## src/rtl/krt_pkg.sv

```systemverilog
// krt_pkg: types, codes and helpers shared by the keyed record table.
// No dependencies.
`default_nettype none
package krt_pkg;

  localparam int CAPACITY_DEF = 16;
  localparam int NAME_CHARS   = 8;
  localparam int CNT_W        = 7;
  localparam logic [CNT_W-1:0] LIMIT_RESET = 7'd16;

  localparam logic [2:0] OP_INSERT     = 3'd0;
  localparam logic [2:0] OP_DELETE     = 3'd1;
  localparam logic [2:0] OP_FIND       = 3'd2;
  localparam logic [2:0] OP_SORT_KEY   = 3'd3;
  localparam logic [2:0] OP_SORT_GROUP = 3'd4;
  localparam logic [2:0] OP_DUMP       = 3'd5;

  localparam logic [1:0] ST_OK      = 2'd0;
  localparam logic [1:0] ST_FULL    = 2'd1;
  localparam logic [1:0] ST_EMPTY   = 2'd2;
  localparam logic [1:0] ST_MISSING = 2'd3;

  localparam logic [1:0] SEL_ZERO = 2'd0;
  localparam logic [1:0] SEL_ITEM = 2'd1;
  localparam logic [1:0] SEL_HOLD = 2'd2;
  localparam logic [1:0] SEL_RAM  = 2'd3;

  localparam logic [1:0] W_ITEM  = 2'd0;
  localparam logic [1:0] W_RDATA = 2'd1;
  localparam logic [1:0] W_CARRY = 2'd2;

  typedef struct packed {
    logic [2:0]  operation;
    logic [63:0] key;
    logic [9:0]  group;
    logic [7:0]  grade;
  } in_t;

  typedef struct packed {
    logic [1:0]       status;
    logic [63:0]      rec_key;
    logic [9:0]       rec_group;
    logic [7:0]       rec_grade;
    logic [CNT_W-1:0] entries;
    logic             last;
  } out_t;

  typedef struct packed {
    logic [63:0] key;
    logic [9:0]  group;
    logic [7:0]  grade;
  } rec_t;

  localparam int REC_W = $bits(rec_t);

  typedef struct packed {
    logic       latch;
    logic       re;
    logic       we;
    logic [1:0] wsel;
    logic       cnt_inc;
    logic       cnt_dec;
    logic       hold_load;
    logic       carry_load;
    logic       swap_clr;
    logic       swap_set;
    logic       emit;
    logic [1:0] st;
    logic [1:0] osel;
    logic       last;
  } cmd_t;

  typedef struct packed {
    logic [2:0]       op;
    logic [CNT_W-1:0] count;
    logic             full;
    logic             key_match;
    logic             gt;
    logic             swapped;
    logic             out_free;
  } stat_t;

  // clear every byte from the first zero byte on, and past NAME_CHARS
  function automatic logic [63:0] norm_key(input logic [63:0] k);
    logic [63:0] r;
    logic        stop;
    r    = '0;
    stop = 1'b0;
    for (int b = 0; b < 8; b++) begin
      if (k[63-8*b -: 8] == 8'd0 || b >= NAME_CHARS) stop = 1'b1;
      if (!stop) r[63-8*b -: 8] = k[63-8*b -: 8];
    end
    return r;
  endfunction

endpackage
`default_nettype wire

```

## src/rtl/keyed_record_table_top.sv

```systemverilog
// Keyed record table: a compact table of up to CAPACITY records searched by
// key. Insert and the unit operations are handled straight from dispatch; find
// and delete search the entries in order, delete then shifts the later entries
// down, dump reads out every record, and a sort of n records runs up to n
// bubble passes (until one makes no swap). The record RAM has one read port
// and one write port.
// Depends on krt_pkg, krt_ctrl, krt_dpath, krt_ram.
`default_nettype none
module keyed_record_table_top #(
  parameter int CAPACITY = krt_pkg::CAPACITY_DEF
) (
  input  wire logic                      clk,
  input  wire logic                      rst,
  input  wire logic                      in_valid,
  output logic                           in_ready,
  input  wire krt_pkg::in_t              in_data,
  output logic                           out_valid,
  input  wire logic                      out_ready,
  output krt_pkg::out_t                  out_data,
  input  wire logic                      cfg_valid,
  output logic                           cfg_ready,
  input  wire logic [krt_pkg::CNT_W-1:0] cfg_data
);
  import krt_pkg::*;

  localparam int AW = (CAPACITY > 1) ? $clog2(CAPACITY) : 1;

  cmd_t          cmd;
  stat_t         stat;
  logic [AW-1:0] raddr, waddr;

  krt_ctrl #(.CAPACITY(CAPACITY)) u_ctrl (
    .clk(clk), .rst(rst), .in_valid(in_valid), .in_ready(in_ready),
    .stat(stat), .cmd(cmd), .raddr(raddr), .waddr(waddr)
  );

  krt_dpath #(.CAPACITY(CAPACITY)) u_dpath (
    .clk(clk), .rst(rst), .cmd(cmd), .raddr(raddr), .waddr(waddr),
    .stat(stat), .in_data(in_data), .cfg_valid(cfg_valid),
    .cfg_ready(cfg_ready), .cfg_data(cfg_data), .out_valid(out_valid),
    .out_ready(out_ready), .out_data(out_data)
  );
endmodule
`default_nettype wire

```

## src/rtl/krt_ram.sv

```systemverilog
// krt_ram: generic single-write, single-read RAM with registered read.
// No dependencies.
`default_nettype none
module krt_ram #(
  parameter int WIDTH = 8,
  parameter int DEPTH = 16,
  localparam int AW = (DEPTH > 1) ? $clog2(DEPTH) : 1
) (
  input  wire logic             clk,
  input  wire logic             we,
  input  wire logic [AW-1:0]    waddr,
  input  wire logic [WIDTH-1:0] wdata,
  input  wire logic             re,
  input  wire logic [AW-1:0]    raddr,
  output logic      [WIDTH-1:0] rdata
);
  logic [WIDTH-1:0] mem [DEPTH];

  always_ff @(posedge clk) begin
    if (we) mem[waddr] <= wdata;
    if (re) rdata <= mem[raddr];
  end
endmodule
`default_nettype wire

```

## src/rtl/krt_dpath.sv

```systemverilog
// krt_dpath: record RAM, entry count, limit register, item latch, compare
// and output register. Depends on krt_pkg and krt_ram.
`default_nettype none
module krt_dpath #(
  parameter int CAPACITY = krt_pkg::CAPACITY_DEF,
  localparam int AW = (CAPACITY > 1) ? $clog2(CAPACITY) : 1
) (
  input  wire logic                    clk,
  input  wire logic                    rst,
  input  wire krt_pkg::cmd_t           cmd,
  input  wire logic [AW-1:0]           raddr,
  input  wire logic [AW-1:0]           waddr,
  output krt_pkg::stat_t               stat,
  input  wire krt_pkg::in_t            in_data,
  input  wire logic                    cfg_valid,
  output logic                         cfg_ready,
  input  wire logic [krt_pkg::CNT_W-1:0] cfg_data,
  output logic                         out_valid,
  input  wire logic                    out_ready,
  output krt_pkg::out_t                out_data
);
  import krt_pkg::*;

  localparam logic [CNT_W-1:0] CAP = CNT_W'(CAPACITY);

  in_t              item;
  rec_t             hold, carry, rdata, wrec;
  logic [REC_W-1:0] rdata_raw;
  logic [CNT_W-1:0] count, limit, lim;
  logic             swapped;
  rec_t             osrc;

  assign cfg_ready = 1'b1;
  assign rdata     = rec_t'(rdata_raw);
  assign lim       = (limit > CAP) ? CAP : limit;

  always_comb begin
    case (cmd.wsel)
      W_ITEM:  wrec = '{key: item.key, group: item.group, grade: item.grade};
      W_RDATA: wrec = rdata;
      default: wrec = carry;
    endcase
  end

  krt_ram #(.WIDTH(REC_W), .DEPTH(CAPACITY)) u_ram (
    .clk   (clk),
    .we    (cmd.we),
    .waddr (waddr),
    .wdata (REC_W'(wrec)),
    .re    (cmd.re),
    .raddr (raddr),
    .rdata (rdata_raw)
  );

  always_comb begin
    stat.op        = item.operation;
    stat.count     = count;
    stat.full      = count >= lim;
    stat.key_match = rdata.key == item.key;
    if (item.operation == OP_SORT_GROUP && carry.group != rdata.group)
      stat.gt = carry.group > rdata.group;
    else
      stat.gt = carry.key > rdata.key;
    stat.swapped   = swapped;
    stat.out_free  = !out_valid || out_ready;
  end

  always_comb begin
    case (cmd.osel)
      SEL_ITEM: osrc = '{key: item.key, group: item.group, grade: item.grade};
      SEL_HOLD: osrc = hold;
      SEL_RAM:  osrc = rdata;
      default:  osrc = '0;
    endcase
  end

  always_ff @(posedge clk) begin
    if (rst) begin
      count     <= '0;
      limit     <= LIMIT_RESET;
      swapped   <= 1'b0;
      out_valid <= 1'b0;
    end else begin
      if (cfg_valid) limit <= cfg_data;
      if (cmd.cnt_inc) count <= count + 1'b1;
      else if (cmd.cnt_dec) count <= count - 1'b1;
      if (cmd.swap_clr) swapped <= 1'b0;
      else if (cmd.swap_set) swapped <= 1'b1;
      if (cmd.emit) out_valid <= 1'b1;
      else if (out_ready) out_valid <= 1'b0;
    end
    if (cmd.latch) begin
      item.operation <= in_data.operation;
      item.key       <= norm_key(in_data.key);
      item.group     <= in_data.group;
      item.grade     <= in_data.grade;
    end
    if (cmd.hold_load) hold <= rdata;
    if (cmd.carry_load) carry <= rdata;
    if (cmd.emit) begin
      out_data.status    <= cmd.st;
      out_data.rec_key   <= osrc.key;
      out_data.rec_group <= osrc.group;
      out_data.rec_grade <= osrc.grade;
      out_data.entries   <= cmd.cnt_dec ? count - 1'b1 : count;
      out_data.last      <= cmd.last;
    end
  end

`ifndef SYNTH
  a_count_cap: assert property (@(posedge clk) disable iff (rst) count <= CAP)
    else $error("entry count above capacity");
  a_count_step: assert property (@(posedge clk) disable iff (rst)
    ##1 (count == $past(count) || count == $past(count) + 1'b1
         || count == $past(count) - 1'b1))
    else $error("entry count jumped");
  a_inc_room: assert property (@(posedge clk) disable iff (rst)
    cmd.cnt_inc |-> !stat.full)
    else $error("insert into full table");
`endif
endmodule
`default_nettype wire

```

## src/rtl/krt_ctrl.sv

```systemverilog
// krt_ctrl: sequencer for insert, search, shift, dump and bubble sort.
// Depends on krt_pkg.
`default_nettype none
module krt_ctrl #(
  parameter int CAPACITY = krt_pkg::CAPACITY_DEF,
  localparam int AW = (CAPACITY > 1) ? $clog2(CAPACITY) : 1
) (
  input  wire logic           clk,
  input  wire logic           rst,
  input  wire logic           in_valid,
  output logic                in_ready,
  input  wire krt_pkg::stat_t stat,
  output krt_pkg::cmd_t       cmd,
  output logic [AW-1:0]       raddr,
  output logic [AW-1:0]       waddr
);
  import krt_pkg::*;

  typedef enum logic [3:0] {
    S_IDLE, S_DISP, S_SRCH_RD, S_SRCH_CHK, S_SH_RD, S_SH_WR, S_DP_RD, S_DP_OUT,
    S_SR_RD0, S_SR_LD0, S_SR_RD, S_SR_CMP, S_SR_END, S_EMIT
  } state_t;

  state_t           state, state_next;
  logic [CNT_W-1:0] idx, idx_next, ip1, im1, cm1;
  logic [1:0]       res_st, res_st_next, res_sel, res_sel_next;

  assign ip1 = idx + 1'b1;
  assign im1 = idx - 1'b1;
  assign cm1 = stat.count - 1'b1;
  assign in_ready = state == S_IDLE;

  always_comb begin
    cmd          = '0;
    raddr        = idx[AW-1:0];
    waddr        = idx[AW-1:0];
    state_next   = state;
    idx_next     = idx;
    res_st_next  = res_st;
    res_sel_next = res_sel;
    case (state)
      S_IDLE: if (in_valid) begin
        cmd.latch  = 1'b1;
        state_next = S_DISP;
      end
      S_DISP: begin
        idx_next     = '0;
        state_next   = S_EMIT;
        res_st_next  = ST_OK;
        res_sel_next = SEL_ZERO;
        case (stat.op)
          OP_INSERT: if (stat.full) begin
            res_st_next = ST_FULL;
          end else begin
            cmd.we       = 1'b1;
            cmd.wsel     = W_ITEM;
            waddr        = stat.count[AW-1:0];
            cmd.cnt_inc  = 1'b1;
            res_sel_next = SEL_ITEM;
          end
          OP_DELETE: if (stat.count == '0) res_st_next = ST_EMPTY;
                     else state_next = S_SRCH_RD;
          OP_FIND: if (stat.count == '0) res_st_next = ST_MISSING;
                   else state_next = S_SRCH_RD;
          OP_SORT_KEY, OP_SORT_GROUP: if (stat.count > CNT_W'(1)) state_next = S_SR_RD0;
          OP_DUMP: if (stat.count == '0) res_st_next = ST_EMPTY;
                   else state_next = S_DP_RD;
          default: ;
        endcase
      end
      S_SRCH_RD: begin
        cmd.re     = 1'b1;
        state_next = S_SRCH_CHK;
      end
      S_SRCH_CHK: begin
        if (stat.key_match) begin
          cmd.hold_load = 1'b1;
          if (stat.op == OP_FIND) begin
            res_st_next  = ST_OK;
            res_sel_next = SEL_HOLD;
            state_next   = S_EMIT;
          end else begin
            state_next = S_SH_RD;
          end
        end else if (ip1 == stat.count) begin
          res_st_next  = ST_MISSING;
          res_sel_next = SEL_ZERO;
          state_next   = S_EMIT;
        end else begin
          idx_next   = ip1;
          state_next = S_SRCH_RD;
        end
      end
      S_SH_RD: begin
        if (ip1 < stat.count) begin
          cmd.re     = 1'b1;
          raddr      = ip1[AW-1:0];
          state_next = S_SH_WR;
        end else if (stat.out_free) begin
          cmd.cnt_dec = 1'b1;
          cmd.emit    = 1'b1;
          cmd.st      = ST_OK;
          cmd.osel    = SEL_HOLD;
          cmd.last    = 1'b1;
          state_next  = S_IDLE;
        end
      end
      S_SH_WR: begin
        cmd.we     = 1'b1;
        cmd.wsel   = W_RDATA;
        idx_next   = ip1;
        state_next = S_SH_RD;
      end
      S_DP_RD: begin
        cmd.re     = 1'b1;
        state_next = S_DP_OUT;
      end
      S_DP_OUT: if (stat.out_free) begin
        cmd.emit = 1'b1;
        cmd.st   = ST_OK;
        cmd.osel = SEL_RAM;
        cmd.last = ip1 == stat.count;
        idx_next = ip1;
        state_next = cmd.last ? S_IDLE : S_DP_RD;
      end
      S_SR_RD0: begin
        cmd.re       = 1'b1;
        raddr        = '0;
        cmd.swap_clr = 1'b1;
        idx_next     = CNT_W'(1);
        state_next   = S_SR_LD0;
      end
      S_SR_LD0: begin
        cmd.carry_load = 1'b1;
        state_next     = S_SR_RD;
      end
      S_SR_RD: begin
        cmd.re     = 1'b1;
        state_next = S_SR_CMP;
      end
      S_SR_CMP: begin
        cmd.we = 1'b1;
        waddr  = im1[AW-1:0];
        if (stat.gt) begin
          cmd.wsel     = W_RDATA;
          cmd.swap_set = 1'b1;
        end else begin
          cmd.wsel       = W_CARRY;
          cmd.carry_load = 1'b1;
        end
        if (ip1 == stat.count) begin
          state_next = S_SR_END;
        end else begin
          idx_next   = ip1;
          state_next = S_SR_RD;
        end
      end
      S_SR_END: begin
        cmd.we   = 1'b1;
        cmd.wsel = W_CARRY;
        waddr    = cm1[AW-1:0];
        if (stat.swapped) begin
          state_next = S_SR_RD0;
        end else begin
          res_st_next  = ST_OK;
          res_sel_next = SEL_ZERO;
          state_next   = S_EMIT;
        end
      end
      S_EMIT: if (stat.out_free) begin
        cmd.emit   = 1'b1;
        cmd.st     = res_st;
        cmd.osel   = res_sel;
        cmd.last   = 1'b1;
        state_next = S_IDLE;
      end
      default: state_next = S_IDLE;
    endcase
  end

  always_ff @(posedge clk) begin
    if (rst) begin
      state   <= S_IDLE;
      idx     <= '0;
      res_st  <= ST_OK;
      res_sel <= SEL_ZERO;
    end else begin
      state   <= state_next;
      idx     <= idx_next;
      res_st  <= res_st_next;
      res_sel <= res_sel_next;
    end
  end

`ifndef SYNTH
  a_idx_range: assert property (@(posedge clk) disable iff (rst)
    (state != S_IDLE && state != S_DISP && state != S_EMIT) |-> idx < stat.count)
    else $error("index past entries");
  a_no_rw_clash: assert property (@(posedge clk) disable iff (rst)
    (cmd.we && cmd.re) |-> raddr != waddr)
    else $error("read and write at one address");
  a_emit_free: assert property (@(posedge clk) disable iff (rst)
    cmd.emit |-> stat.out_free)
    else $error("result overwrites pending transfer");
`endif
endmodule
`default_nettype wire

```

## config.mk

```make
export PLATFORM = sky130hd
export DESIGN_NAME = keyed_record_table_top
export DESIGN_NICKNAME = d
export VERILOG_FILES = /design/src/rtl/krt_pkg.sv /design/src/rtl/keyed_record_table_top.sv /design/src/rtl/krt_ram.sv /design/src/rtl/krt_dpath.sv /design/src/rtl/krt_ctrl.sv
export SDC_FILE = /design/constraint.sdc
export NUM_CORES = 2
export LEC_CHECK = 0
export BUFFER_PORTS_ARGS = -buffer_cell sky130_fd_sc_hd__buf_4
export CAP_MARGIN = 20
export CORE_MARGIN = 4
export CORE_UTILIZATION = 45
export CTS_CLUSTER_SIZE = 25
export DETAILED_ROUTE_END_ITERATION = 8
export GPL_TIMING_DRIVEN = 0
export PLACE_DENSITY = 0.65
export SKIP_CTS_REPAIR_TIMING = 1
export SLEW_MARGIN = 20
export SYNTH_ARGS = -nofsm -noshare
export SYNTH_HDL_FRONTEND = slang
export SYNTH_HIERARCHICAL = 1
export SYNTH_SLANG_ARGS = --single-unit
export TNS_END_PERCENT = 5
```

## constraint.sdc

```tcl
create_clock -name clk -period 13.9 [get_ports clk]
set_clock_uncertainty 0.1 [all_clocks]
set_input_delay 0 -clock clk [delete_from_list [all_inputs] [get_ports clk]]
set_output_delay 0 -clock clk [all_outputs]
set_load 0.02 [all_outputs]
```

==> impl_metrics.py <==
metrics = {
    "cells_and_area": {
        "area_delta_synth_final_pct": 20.15,
        "fin_util_pct": 54.60,
        "final_cell_area_sq_mm": 0.08559,
        "drive_gt1_share_pct": 25.14,
        "nNetsFinal": 4668,
    },
    "yosys": {
        "synthMuxAreaShare_pct": 13.02,
        "async_flop_share_pct": 0,
        "synth-xor-area-share_pct": 0.9959,
        "synth_warnings": 6,
        "yosysMostFrequentCell": "edfxtp_1",
        "synth-simple-area-share_pct": 3.650,
        "synth_compound_area_share_pct": 4.737,
        "synth_area_leaders": "edfxtp_1 73%, mux4_2 10%, a22oi_1 1.8%, ha_1 1.6%, mux2i_1 1.3%",
        "yosysUniqueCellTypes": 88,
        "synth-edff-count": 1735,
        "ys.flop_type": "edfxtp_1",
        "ys_ff_latch": 1766,
        "yosysTopAreaCell": "edfxtp_1",
        "synthTopCellsByCount": "1735 x edfxtp_1, 328 x mux4_2, 219 x nand2_1, 167 x a22oi_1",
        "yosysTopAreaCellShare_pct": 73.13,
        "synthesis.area_sq_mm": 0.07124,
        "synth_fa_ha_area_share_pct": 1.630,
        "netlist_instances": 3735,
        "yosysSeqAreaShare_pct": 74.01,
        "syn_avg_cell_area_sq_um": 19.07,
        "synth_top_family_by_area": "multiplexers",
    },
    "timing": {
        "clock.fmax_mhz": 130.7,
        "fin_ws_ps": 6251,
        "maxSlewViolCount": 0,
        "max_slew_margin_pct": 17.35,
        "tightest_slew_ps": 1240,
        "rsz0062_at_grt": "no",
        "hold_ws_ps": 2.390,
        "finalWorstPathRequiredPeriod_ps": 7649,
        "final-setup-viol-count": 0,
        "period_share_pct": 55.03,
        "hold_viol": 0,
    },
    "floorplan": {
        "die_height_um": 405.9,
        "initial_core_util_pct": 45.45,
        "rows": 145,
        "die_area_sq_mm": 0.1647,
        "io_pins": 192,
        "die_w_um": 405.9,
        "core_sq_mm": 0.1568,
    },
    "placement": {
        "hpwl_um": 133500,
        "port_buffers": 189,
        "placedInstanceArea_sq_mm": 0.07773,
        "gp_congestion": 0.8517,
        "pre_cts_slack_ps": 6332,
    },
    "job": {
        "cap_violations": 0,
    },
    "global_route": {
        "antenna_found_initial": 5,
        "grt_pass1_wl_um": 283500,
        "grt-ovfl-total": 0,
        "grt_pass1_vias": 38930,
        "grtUsageTotal_pct": 24.19,
        "grt_max_degree": 52,
    },
    "pwr": {
        "p_leak_nw": 27.87,
        "powerDensity_mw_per_mm2": 184.2,
        "finalPower_mw": 15.77,
        "ir_drop_v": 0.0001428,
    },
    "clock_tree": {
        "cts_tree": "done",
        "cts-root-buf": "clkbuf_16",
        "path_clk_slew_ps": 60,
        "clockBufferDepth": 3,
        "insertion_delay_ps": 810,
        "clock_sinks": 1766,
        "htreeDepth": 4,
        "numCtsBuffers": 181,
    },
    "detailed_routing": {
        "ant_nets": 0,
        "drc": 0,
        "viasPerCell": 6.012,
        "post_drt_wl_per_cell_um": 30.33,
        "drtIter0Drc": 5529,
        "drtPass1Iterations": 6,
        "vias": 40199,
        "wirelength_um": 202800,
    },
    "worst_setup_path": {
        "worst_setup_path_end_kind": "register",
        "reg2regPathDepth": 15,
        "start_kind": "register",
        "worstPathRequired_ps": 14270,
        "rrSetupSlack_ps": 6250,
        "crit_fanout": 16,
        "critPathArrivalTime_ps": 8020,
        "path_class": "register to register",
    },
    "run_status": {
        "status": "completed",
    },
    "hold_path": {
        "holdPathStages": 3,
        "worstHoldPathType": "primary input to register",
    },
}
-- where the power goes --
group / internal, mW / switching [mW] / total (mW)
Sequential: 6.87 / 0.351 / 7.22
Clock: 2.59 / 2.05 / 4.64
Combinational: 1.55 / 2.36 / 3.91
Total: 11.0 / 4.76 / 15.8
-- cells in the final DEF, fill, tap and decap left out, types with 52 or more instances in the layout --
master and count:
a22o_1 82, xor2_1 69, edfxtp_1 1735, dlygate4sd3_1 217, mux2i_1 95, clkbuf_16 184, nand2_1 218, a21oi_1 52
mux4_2 328, a22oi_1 167, o21ai_1 82, inv_1 95, clkbuf_1 139, buf_4 276, ha_1 92, mux2_2 83
-- worst max-delay path: stages (launching register included) --
cell and delay, ps:
edfxtp_1 650, inv_1 90, ha_1 300, nand4_1 340, nor4_2 610, nand2_1 220, nor4_1 550, nor4bb_1 290
a211oi_1 220, o21ai_1 730, clkbuf_1 950, clkbuf_1 620, buf_8 230, clkbuf_1 620, nand2_1 210, o21ai_1 550
-- layout make-up --
| cell class | count | area, sq um |
|---|---|---|
| multi-input cells | 1669 | 17300 |
| well taps | 2058 | 2575 |
| clock buffers | 217 | 4748 |
| plain buffers | 205 | 1040 |
| fillers | 12119 | 71160 |
| diodes | 3 | 7.507 |
| inverters | 97 | 364.1 |
| repair buffers | 559 | 5951 |
| clock inverters | 113 | 887.1 |
| flip-flops and latches | 1766 | 52720 |
-- registers in the layout, summed over array words and instances, names as in the netlist --
| signal | flops |
|---|---|
| u_ctrl/idx | 7 |
| u_ctrl/res_sel | 2 |
| u_ctrl/res_st | 2 |
| u_ctrl/state | 4 |
| u_dpath/carry | 82 |
| u_dpath/count | 7 |
| u_dpath/hold | 82 |
| u_dpath/item | 82 |
| u_dpath/limit | 7 |
| u_dpath/out_data | 92 |
| u_dpath/out_valid | 1 |
| u_dpath/stat | 3 |
| u_dpath/swapped | 1 |
| u_dpath/u_ram/mem | 1312 |
| u_dpath/u_ram/rdata | 82 |
-- metrics by stage --
step / TNS (ps) / cells
CTS: 0 / 6463
floorplan: 0 / 3737
detailed placement: 0 / 6133
global placement: -1709450 / 5984
finish: 0 / 6687
global route: 0 / 6684
-- per-layer routing --
layer  global-route usage, %  wire, um  vias to the layer above
li1                        -         -                    16672
met1                   33.98     80550                    21104
met2                   38.42     96550                     2104
met3                   5.106     19370                      319
met4                   7.248      6329                        0
met5                       0         0                        -
-- cells by family after synthesis --
family / count (synthesis)
flops: 1766
mux: 506
simple gates: 502
compound gates: 484
buf+inv: 302
fa+ha+maj: 93
xor+xnor: 81
other cells: 1
-- path summary, 6_finish.rpt --
| kind | start | end |
|---|---|---|
| worst max register to register | u_dpath/u_ram/rdata[78] | u_dpath/u_ram/mem[15][42] |
| worst min register to register | u_ctrl/res_st[1] | u_ctrl/res_st[1] |
| worst max-delay path | u_dpath/u_ram/rdata[78] | u_dpath/u_ram/mem[15][42] |
| worst min-delay path | in_data[76] | u_dpath/item[76] |
(Power assumes the default switching activity.)
